--- src/design/mexp_pkg.sv ---
// ----------------------------------------------------------------------------
// Modular exponentiation package
// Types and constants shared by the exponentiation core and its units.
// ----------------------------------------------------------------------------
package mexp_pkg;

    localparam int DEFAULT_WIDTH = 64;

    // Configuration register indexes.
    localparam int CFG_INDEX_W = 1;
    localparam logic [CFG_INDEX_W-1:0] REG_EXPONENT = 1'b0;
    localparam logic [CFG_INDEX_W-1:0] REG_MODULUS  = 1'b1;

    // Status reported by each multi-cycle arithmetic unit.
    typedef struct packed {
        logic busy;
        logic done;
    } unit_status_t;

endpackage

--- src/design/mexp_reduce.sv ---
// ----------------------------------------------------------------------------
// Serial modular reduction
// Computes value mod modulus by restoring remainder steps, one bit of the
// value per cycle, most significant bit first.
// ----------------------------------------------------------------------------
module mexp_reduce #(
    parameter int WIDTH = mexp_pkg::DEFAULT_WIDTH
) (
    input  logic                    clk,
    input  logic                    rst_n,
    input  logic                    start,
    input  logic [WIDTH-1:0]        value,
    input  logic [WIDTH-1:0]        modulus,
    output logic [WIDTH-1:0]        remainder,
    output mexp_pkg::unit_status_t  status
);

    localparam int CNT_W = $clog2(WIDTH);

    logic [WIDTH-1:0] rem_reg;
    logic [WIDTH-1:0] shift_reg;
    logic [WIDTH-1:0] mod_reg;
    logic [CNT_W-1:0] cnt_reg;
    logic             busy_reg;
    logic             done_reg;

    logic [WIDTH:0]   trial;
    logic [WIDTH+1:0] diff;
    logic [WIDTH-1:0] rem_next;

    // The partial remainder stays below twice the modulus, so one
    // compare-and-subtract brings it back into range.
    always_comb
    begin
        trial    = {rem_reg, shift_reg[WIDTH-1]};
        diff     = {1'b0, trial} - {2'b00, mod_reg};
        rem_next = diff[WIDTH+1] ? trial[WIDTH-1:0] : diff[WIDTH-1:0];
    end

    always_ff @(posedge clk or negedge rst_n)
    begin
        if (!rst_n)
        begin
            rem_reg   <= '0;
            shift_reg <= '0;
            mod_reg   <= '0;
            cnt_reg   <= '0;
            busy_reg  <= 1'b0;
            done_reg  <= 1'b0;
        end
        else
        begin
            done_reg <= 1'b0;
            if (start)
            begin
                rem_reg   <= '0;
                shift_reg <= value;
                mod_reg   <= modulus;
                cnt_reg   <= CNT_W'(WIDTH - 1);
                busy_reg  <= 1'b1;
            end
            else if (busy_reg)
            begin
                rem_reg   <= rem_next;
                shift_reg <= {shift_reg[WIDTH-2:0], 1'b0};
                if (cnt_reg == '0)
                begin
                    busy_reg <= 1'b0;
                    done_reg <= 1'b1;
                end
                else
                begin
                    cnt_reg <= cnt_reg - 1'b1;
                end
            end
        end
    end

    assign remainder   = rem_reg;
    assign status.busy = busy_reg;
    assign status.done = done_reg;

endmodule

--- src/design/mexp_mulmod.sv ---
// ----------------------------------------------------------------------------
// Serial modular multiplier
// Forms a * b mod m by shift-and-add over the bits of b, most significant
// first. For each bit it performs a modular doubling, then a conditional
// modular add of a.
// ----------------------------------------------------------------------------
module mexp_mulmod #(
    parameter int WIDTH = mexp_pkg::DEFAULT_WIDTH
) (
    input  logic                    clk,
    input  logic                    rst_n,
    input  logic                    start,
    input  logic [WIDTH-1:0]        a,
    input  logic [WIDTH-1:0]        b,
    input  logic [WIDTH-1:0]        m,
    output logic [WIDTH-1:0]        product,
    output mexp_pkg::unit_status_t  status
);

    localparam int CNT_W = $clog2(WIDTH);

    logic [WIDTH-1:0] acc_reg;
    logic [WIDTH-1:0] a_reg;
    logic [WIDTH-1:0] b_shift_reg;
    logic [WIDTH-1:0] m_reg;
    logic [CNT_W-1:0] cnt_reg;
    logic             phase_reg;
    logic             busy_reg;
    logic             done_reg;

    logic [WIDTH-1:0] addend;
    logic [WIDTH:0]   sum;
    logic [WIDTH+1:0] diff;
    logic [WIDTH-1:0] acc_sum;
    logic             add_en;

    // Both operands are below m, so the sum is below 2m and needs at most
    // one subtraction of m.
    always_comb
    begin
        addend  = phase_reg ? a_reg : acc_reg;
        add_en  = !phase_reg || b_shift_reg[WIDTH-1];
        sum     = {1'b0, acc_reg} + {1'b0, addend};
        diff    = {1'b0, sum} - {2'b00, m_reg};
        acc_sum = diff[WIDTH+1] ? sum[WIDTH-1:0] : diff[WIDTH-1:0];
    end

    always_ff @(posedge clk or negedge rst_n)
    begin
        if (!rst_n)
        begin
            acc_reg     <= '0;
            a_reg       <= '0;
            b_shift_reg <= '0;
            m_reg       <= '0;
            cnt_reg     <= '0;
            phase_reg   <= 1'b0;
            busy_reg    <= 1'b0;
            done_reg    <= 1'b0;
        end
        else
        begin
            done_reg <= 1'b0;
            if (start)
            begin
                acc_reg     <= '0;
                a_reg       <= a;
                b_shift_reg <= b;
                m_reg       <= m;
                cnt_reg     <= CNT_W'(WIDTH - 1);
                phase_reg   <= 1'b0;
                busy_reg    <= 1'b1;
            end
            else if (busy_reg)
            begin
                if (add_en)
                begin
                    acc_reg <= acc_sum;
                end
                phase_reg <= !phase_reg;
                if (phase_reg)
                begin
                    b_shift_reg <= {b_shift_reg[WIDTH-2:0], 1'b0};
                    if (cnt_reg == '0)
                    begin
                        busy_reg <= 1'b0;
                        done_reg <= 1'b1;
                    end
                    else
                    begin
                        cnt_reg <= cnt_reg - 1'b1;
                    end
                end
            end
        end
    end

    assign product     = acc_reg;
    assign status.busy = busy_reg;
    assign status.done = done_reg;

endmodule

--- src/design/modular_exponentiation_core.sv ---
// ----------------------------------------------------------------------------
// Modular exponentiation core
// Raises each base to the configured exponent modulo the configured modulus
// by right-to-left binary square-and-multiply on bit-serial multipliers.
//
//   Channel   Handshake                    Payload
//   input     in_valid / in_stall          base_value
//   output    out_valid / out_stall        power_result
//   config    write_enable                 reg_index, write_data
//
// Each beat first reduces the base modulo the modulus, one bit per cycle, and
// then, for each exponent bit up to the highest set one, runs the square and
// the multiply side by side on two serial multipliers.
// A new beat is taken once the previous result has moved to the output
// register, which holds it while out_stall is high. There is no clearing pass
// after reset. A zero modulus returns zero without running the reduction.
// ----------------------------------------------------------------------------
module modular_exponentiation_core #(
    parameter int WIDTH = mexp_pkg::DEFAULT_WIDTH
) (
    input  logic                             clk,
    input  logic                             rst_n,
    input  logic                             write_enable,
    input  logic [mexp_pkg::CFG_INDEX_W-1:0] reg_index,
    input  logic [WIDTH-1:0]                 write_data,
    input  logic                             in_valid,
    output logic                             in_stall,
    input  logic [WIDTH-1:0]                 base_value,
    output logic                             out_valid,
    input  logic                             out_stall,
    output logic [WIDTH-1:0]                 power_result
);

    typedef enum logic [2:0] {
        S_IDLE,
        S_REDUCE,
        S_STEP,
        S_WAIT,
        S_EMIT
    } state_t;

    state_t           state_reg;
    logic [WIDTH-1:0] exponent_reg;
    logic [WIDTH-1:0] modulus_reg;
    logic [WIDTH-1:0] exp_left_reg;
    logic [WIDTH-1:0] r_reg;
    logic [WIDTH-1:0] b_reg;
    logic [WIDTH-1:0] out_data_reg;
    logic             out_valid_reg;

    logic             in_accept;
    logic             red_start;
    logic             mul_start;
    logic             out_load;
    logic [WIDTH-1:0] red_rem;
    logic [WIDTH-1:0] mul_product;
    logic [WIDTH-1:0] sq_product;

    mexp_pkg::unit_status_t red_status;
    mexp_pkg::unit_status_t mul_status;
    mexp_pkg::unit_status_t sq_status;

    assign in_stall  = (state_reg != S_IDLE);
    assign in_accept = in_valid && !in_stall;
    assign red_start = in_accept && (modulus_reg != '0);
    assign mul_start = (state_reg == S_STEP) && (exp_left_reg != '0);
    assign out_load  = (state_reg == S_EMIT) && (!out_valid_reg || !out_stall);

    // Configuration registers.
    always_ff @(posedge clk or negedge rst_n)
    begin
        if (!rst_n)
        begin
            exponent_reg <= '0;
            modulus_reg  <= WIDTH'(1);
        end
        else if (write_enable)
        begin
            unique case (reg_index)
                mexp_pkg::REG_EXPONENT: exponent_reg <= write_data;
                mexp_pkg::REG_MODULUS:  modulus_reg  <= write_data;
                default:                ;
            endcase
        end
    end

    mexp_reduce #(.WIDTH(WIDTH)) u_reduce (
        .clk       (clk),
        .rst_n     (rst_n),
        .start     (red_start),
        .value     (base_value),
        .modulus   (modulus_reg),
        .remainder (red_rem),
        .status    (red_status)
    );

    // Multiply of the running result and squaring of the base share the
    // same start and finish together.
    mexp_mulmod #(.WIDTH(WIDTH)) u_mul (
        .clk     (clk),
        .rst_n   (rst_n),
        .start   (mul_start),
        .a       (r_reg),
        .b       (b_reg),
        .m       (modulus_reg),
        .product (mul_product),
        .status  (mul_status)
    );

    mexp_mulmod #(.WIDTH(WIDTH)) u_sq (
        .clk     (clk),
        .rst_n   (rst_n),
        .start   (mul_start),
        .a       (b_reg),
        .b       (b_reg),
        .m       (modulus_reg),
        .product (sq_product),
        .status  (sq_status)
    );

    always_ff @(posedge clk or negedge rst_n)
    begin
        if (!rst_n)
        begin
            state_reg     <= S_IDLE;
            exp_left_reg  <= '0;
            r_reg         <= '0;
            b_reg         <= '0;
            out_data_reg  <= '0;
            out_valid_reg <= 1'b0;
        end
        else
        begin
            if (out_valid_reg && !out_stall)
            begin
                out_valid_reg <= 1'b0;
            end

            unique case (state_reg)
                S_IDLE:
                begin
                    if (in_accept)
                    begin
                        exp_left_reg <= exponent_reg;
                        if (modulus_reg == '0)
                        begin
                            r_reg     <= '0;
                            state_reg <= S_EMIT;
                        end
                        else
                        begin
                            state_reg <= S_REDUCE;
                        end
                    end
                end
                S_REDUCE:
                begin
                    if (red_status.done)
                    begin
                        b_reg     <= red_rem;
                        // One reduced by the modulus: zero only for a modulus of one.
                        r_reg     <= (modulus_reg == WIDTH'(1)) ? '0 : WIDTH'(1);
                        state_reg <= S_STEP;
                    end
                end
                S_STEP:
                begin
                    if (exp_left_reg == '0)
                    begin
                        state_reg <= S_EMIT;
                    end
                    else
                    begin
                        state_reg <= S_WAIT;
                    end
                end
                S_WAIT:
                begin
                    if (sq_status.done && mul_status.done)
                    begin
                        if (exp_left_reg[0])
                        begin
                            r_reg <= mul_product;
                        end
                        b_reg        <= sq_product;
                        exp_left_reg <= exp_left_reg >> 1;
                        state_reg    <= S_STEP;
                    end
                end
                S_EMIT:
                begin
                    if (out_load)
                    begin
                        out_data_reg  <= r_reg;
                        out_valid_reg <= 1'b1;
                        state_reg     <= S_IDLE;
                    end
                end
                default:
                begin
                    state_reg <= S_IDLE;
                end
            endcase
        end
    end

    assign out_valid    = out_valid_reg;
    assign power_result = out_data_reg;

endmodule

--- config.mk ---
export PLATFORM = sky130hd
export DESIGN_NAME = modular_exponentiation_core
export DESIGN_NICKNAME = d
export VERILOG_FILES = /design/src/design/mexp_pkg.sv /design/src/design/mexp_reduce.sv /design/src/design/mexp_mulmod.sv /design/src/design/modular_exponentiation_core.sv
export SDC_FILE = /design/constraint.sdc
export NUM_CORES = 2
export LEC_CHECK = 0
export BUFFER_PORTS_ARGS = -buffer_cell sky130_fd_sc_hd__buf_2
export CAP_MARGIN = 20
export CORE_MARGIN = 2
export CORE_UTILIZATION = 45
export DETAILED_ROUTE_END_ITERATION = 10
export GPL_ROUTABILITY_DRIVEN = 1
export HOLD_SLACK_MARGIN = 0.02
export PLACE_DENSITY_LB_ADDON = 0.2
export SLEW_MARGIN = 5
export SYNTH_ARGS = -nofsm -noshare
export SYNTH_HDL_FRONTEND = slang
export SYNTH_HIERARCHICAL = 1
export SYNTH_SLANG_ARGS = --single-unit
--- constraint.sdc ---
create_clock -name clk -period 14.42 [get_ports clk]
set_input_delay 0 -clock clk [delete_from_list [all_inputs] [get_ports clk]]
set_output_delay 0 -clock clk [all_outputs]
set_load 0.02 [all_outputs]
# Word-level counts from Yosys, hierarchy flattened

Index checks and enable logic that the tools add are counted.
Widths: inputs -> output; s select.

Output and inout bits: 66
Flip-flop bits (word level): 1054
Logic and storage cells: 180

Bitwise gates (word level): 1
Reductions and logical operators: 47
$add $sub $neg: 8
Muxes and demuxes: 81
Eq/ne operators: 14

Operators with widths:

| cell                | number |
|---|---|
| $mux 64             | 30 |
| $pmux 64 s2         | 2 |
| $sub 65x64->66      | 3 |
| $pmux 64 s3         | 1 |
| $add 64x64->65      | 2 |
| $logic_not 64->1    | 2 |
| $reduce_bool 64->1  | 2 |
| $mux 6              | 11 |
| $eq 64x1->1 const B | 1 |
| $mux 1              | 30 |
| $logic_not 6->1     | 3 |
| $mux 3              | 6 |
| $reduce_bool 2->1   | 9 |
| $sub 6x1->6 const B | 3 |
| $ne 2x2->1 const B  | 8 |
| $reduce_and 2->1    | 8 |
| $pmux 3 s5          | 1 |
| $reduce_and 3->1    | 4 |
| $eq 3x2->1 const B  | 2 |
| $logic_and 1x1->1   | 6 |
| $reduce_and 6->1    | 1 |
| $reduce_bool 3->1   | 2 |
| $logic_not 1->1     | 5 |
| $reduce_and 4->1    | 1 |
| 6 further kinds     | 8 |

# Logic depth before layout (Yosys ltp)

Depth in word-level cells: 7
Depth in mapped cells: 30
Depth with buffers taken out: 24

# Cells and area by module

The synthesis kept the hierarchy.

Modules (own cells, without submodules):

| module                      | cells each | times used | area an instance (um^2) |
|---|---|---|---|
| mexp_mulmod at u_mul        | 2257       | 1          | 19507.5 |
| mexp_mulmod at u_sq         | 2241       | 1          | 19341.0 |
| modular_exponentiation_core | 1406       | 1          | 16133.0 |
| mexp_reduce                 | 1471       | 1          | 12508.2 |

# Least setup slack after synthesis

No wires, ideal clock.

Path kind: register -> register
Start point: reg u_sq.phase_reg
End point: reg u_sq.acc_reg[62], in the netlist u_sq/product[62]
Arrival time: 6.756 ns
Required time: 14.326 ns
Clock period less this slack: 6.850 ns
Buffers on the path: 5
Cell stages (with the launch flop): 28
Library setup time: 0.094 ns
Setup slack: 7.570 ns
Cells stage by stage: dfrtp_1 clkbuf_1 clkbuf_1 clkbuf_1 mux2_2 ha_1 clkbuf_1 nand2_1 or3_1 or4_1 o21ba_2 o21ai_0 nand2_1 nand2_1 xor2_1 ha_1 buf_2 a21oi_1 o21ai_0 or2_2 or3_1 o221ai_1 a31oi_1 a211o_1 a311oi_1 xnor2_1 a21oi_1 a211oi_1

Longest elaborated chain between the ends: 7
Elaborated cells between the ends (all ways): 11

Ends and longest elaborated chain:

| item                   | RTL line          | RTL |
|---|---|---|
| from (decl)            | mexp_mulmod.sv:27 | `logic phase_reg;` |
| from (signal assigned) | mexp_mulmod.sv:80 | `phase_reg <= !phase_reg;` |
| $mux 64                | mexp_mulmod.sv:41 | `addend = phase_reg ? a_reg : acc_reg;` |
| $add 64x64->65         | mexp_mulmod.sv:43 | `sum = {1'b0, acc_reg} + {1'b0, addend};` |
| $sub 65x64->66         | mexp_mulmod.sv:44 | `diff = {1'b0, sum} - {2'b00, m_reg};` |
| $mux 64                | mexp_mulmod.sv:45 | `acc_sum = diff[WIDTH+1] ? sum[WIDTH-1:0] : diff[WIDTH-1:0];` |
| $mux 64                | mexp_mulmod.sv:76 | `if (add_en)` |
| $mux 64                | mexp_mulmod.sv:74 | `else if (busy_reg)` |
| $mux 64                | mexp_mulmod.sv:64 | `if (start)` |
| to (signal assigned)   | mexp_mulmod.sv:78 | `acc_reg <= acc_sum;` |
| to (decl)              | mexp_mulmod.sv:22 | `logic [WIDTH-1:0] acc_reg;` |

Several ways; a longest one is shown, not always the timed one. The select of a mux whose other input is x is not followed.
A chain may end at the register's enable or synchronous reset.

# Worst setup path in the final report

Start point: reg u_mul.phase_reg
End point: reg u_mul.acc_reg[58], in the netlist u_mul/product[58]

Longest elaborated chain between the ends: 7
Elaborated cells between the ends (all ways): 11

Ends and longest elaborated chain:

| item                   | RTL line |
|---|---|
| from (decl)            | mexp_mulmod.sv:27 |
| from (signal assigned) | mexp_mulmod.sv:80 |
| $mux 64                | mexp_mulmod.sv:41 |
| $add 64x64->65         | mexp_mulmod.sv:43 |
| $sub 65x64->66         | mexp_mulmod.sv:44 |
| $mux 64                | mexp_mulmod.sv:45 |
| $mux 64                | mexp_mulmod.sv:76 |
| $mux 64                | mexp_mulmod.sv:74 |
| $mux 64                | mexp_mulmod.sv:64 |
| to (signal assigned)   | mexp_mulmod.sv:78 |
| to (decl)              | mexp_mulmod.sv:22 |

Several ways; a longest one is shown, not always the timed one. The select of a mux whose other input is x is not followed.

==> reports/qor.yml <==
status:
  status: "complete, no violations"
worst_setup_path:
  crit_required_ps: 15070
  reg2reg_depth: 25
  cp.depth: 25
  crit_family: "compound AO/OA/AOI/OAI gates"
  rr_endpoint: "u_mul/product[58]"
  cp-end-kind: "flop"
  startpoint: "u_mul/phase_reg"
  crit_end: "u_mul/product[58]"
  cp_num_buf_inv: 3
  crit_fanout: 55
  critPathMostFrequentCell: "buf_4"
  worst_setup_path_start_kind: "flop"
  critical_path_class: "flop to flop"
  worstPathArrival_ps: 9410
  regToRegStartpoint: "u_mul/phase_reg"
  crit_slowest_cell: "buf_4"
  slowest_delay_ps: 590
  r2r_slack_ps: 5660
timing:
  drv_slew: 0
  setup_viol: 0
  tns_ps: 0
  rsz0062_at_grt: "false"
  finalCritPeriodShare_pct: 60.8
  whs_ps: 74.2
  max_freq_mhz: 114
  tightest_slew_ps: 1130
  clock_skew_ps: 37.8
  hold_viol: 0
  maxSlewHeadroom_pct: 24.7
  fin_crit_ps: 8760
cts:
  numCtsBuffers: 131
  cts_setup_buffers: 0
  cts_tree: "built"
  cts-htree-levels: 4
  cts.repair.resized: 0
  cts_root_buffer: "clkbuf_16"
  clkSinkCount: 1118
  cts.reportedPaths.clkPinSlew_ps: 60
  ctsLongestPathBuffers: 3
  postCtsHoldBufs: 255
  clkLatencyLatePin_ps: 790
power:
  combPwrFrac_pct: 64.5
  fin_total_pwr_mw: 21.7
  power_density_nw_per_um2: 282
  power_frac_seq_pct: 19.6
  p_leak_nw: 36.0
  switching_share_pct: 49.4
  p_sw_mw: 10.7
  clkPwrFrac_pct: 15.9
  ir_drop_v: 0.000400
  p_int_mw: 11.0
placed_design:
  place.gp.congestion: 0.949
  place_hpwl_um: 156000
  port_buffers: 199
  placedCellCount: 9215
global_routing:
  grtUsageTotal_pct: 28.3
  grt_max_degree: 217
  grt_pass1_vias: 54747
  grt_pass1_wl_um: 337000
  antenna_found_initial: 18
  met3_usage_pct: 4.82
  grtUsageMet1_pct: 41.1
  met2_usage_pct: 43.1
  top_usage_layer: "met2"
  grt-ovfl-total: 0
final_layout:
  area_growth_pct: 14.0
  post-route-util_pct: 51.5
  fin_cells: 9712
  nFillCells: 13727
  nets: 8051
  layout-drive-gt1-share_pct: 13.1
drt:
  routed_wirelength_um: 218000
  vias: 56450
  drt_iter0_markers: 4834
  post_drt_wl_per_cell_um: 22.4
  drc: 0
  vias_per_cell: 5.81
  firstDrtPassIters: 6
  antenna_left: 0
floorplanning:
  dieArea_um2: 153000
  coreArea_um2: 149000
  die_x_um: 391
  initial_core_util_pct: 45.2
  fp-row-count: 142
  fp.dieH_um: 391
  io_pins: 200
synth:
  synthCells: 7372
  syn_area_per_cell_um2: 9.15
  synth_nets: 7835
  syn_area_um2: 67500
  ys_warn_count: 6
run:
  drv_cap: 0
worst_hold_path:
  hold_class: "primary input to flop"
  hold_start: "write_data[61]"
==> how the worst min path moves through the flow <==
stage                                 to  slack [ps]  cells past startpoint
floorplan                       b_reg[0]        -300                      0
global placement          u_sq/a_reg[39]          90                      1
detailed placement  u_sq/b_shift_reg[36]          70                      1
CTS                     exponent_reg[46]          20                      3
global route             modulus_reg[61]          60                      3
finish                  exponent_reg[61]          70                      3
==> worst register-to-register path, delay by kind of cell, from the launching register on <==
kind,cells,cell delay [ps]
AOI/OAI and AO/OA,11,3400
and+or+nand+nor,7,1760
buffers and inverters,3,1500
muxes,2,790
adders and majority gates,2,750
DFF,1,450
==> stage by stage <==
step,worst slack [ps],area [um2]
floorplan,7570,67500
global placement,5960,69900
detailed placement,5810,69900
CTS,5780,76900
global route,5030,76900
finish,5660,76900
==> power groups by stage <==
stage | clock network (mW) | logic, mW | registers, mW
2_1_floorplan | 0 | 10.6 | 3.99
3_3_place_gp | 0 | 13.7 | 4.30
3_5_place_dp | 0 | 13.7 | 4.31
4_1_cts | 3.52 | 13.8 | 4.26
5_1_grt | 3.64 | 15.4 | 4.32
6_report | 3.45 | 14.0 | 4.26
==> per-layer routing <==
layer | share of wire (%) | wire (um)
met4 | 3.0 | 6470
met5 | 0.039 | 84
met1 | 47 | 102000
met3 | 6.2 | 13600
met2 | 44 | 95400
==> cell type report <==
type                    instances  area [um2]  area share [%]
inverters                     275        1030            1.34
clock inverters                51         744           0.968
repair buffers                529        4210            5.47
diodes                          4        10.0          0.0130
flip-flops and latches       1118       28000            36.4
well taps                    2016        2520            3.28
multi-input cells            5533       36700            47.7
clock buffers                 186        3690            4.80
==> cell usage in the layout (no fill, tap or decap), drive strengths merged, types with 55 or more instances in the layout <==
master	n
a211oi	74
a21o	230
a21oi	448
a311oi	116
a31oi	181
and4	70
buf	275
clkbuf	186
dfrtp	1117
dlygate4sd3	254
ha	324
inv	283
mux2	454
mux2i	210
nand2	1177
nand3	69
nand4	85
nor2	500
nor3	61
o21ai	644
o21bai	55
xnor2	192
xor2	105
Power figures use the tool's default switching activity.
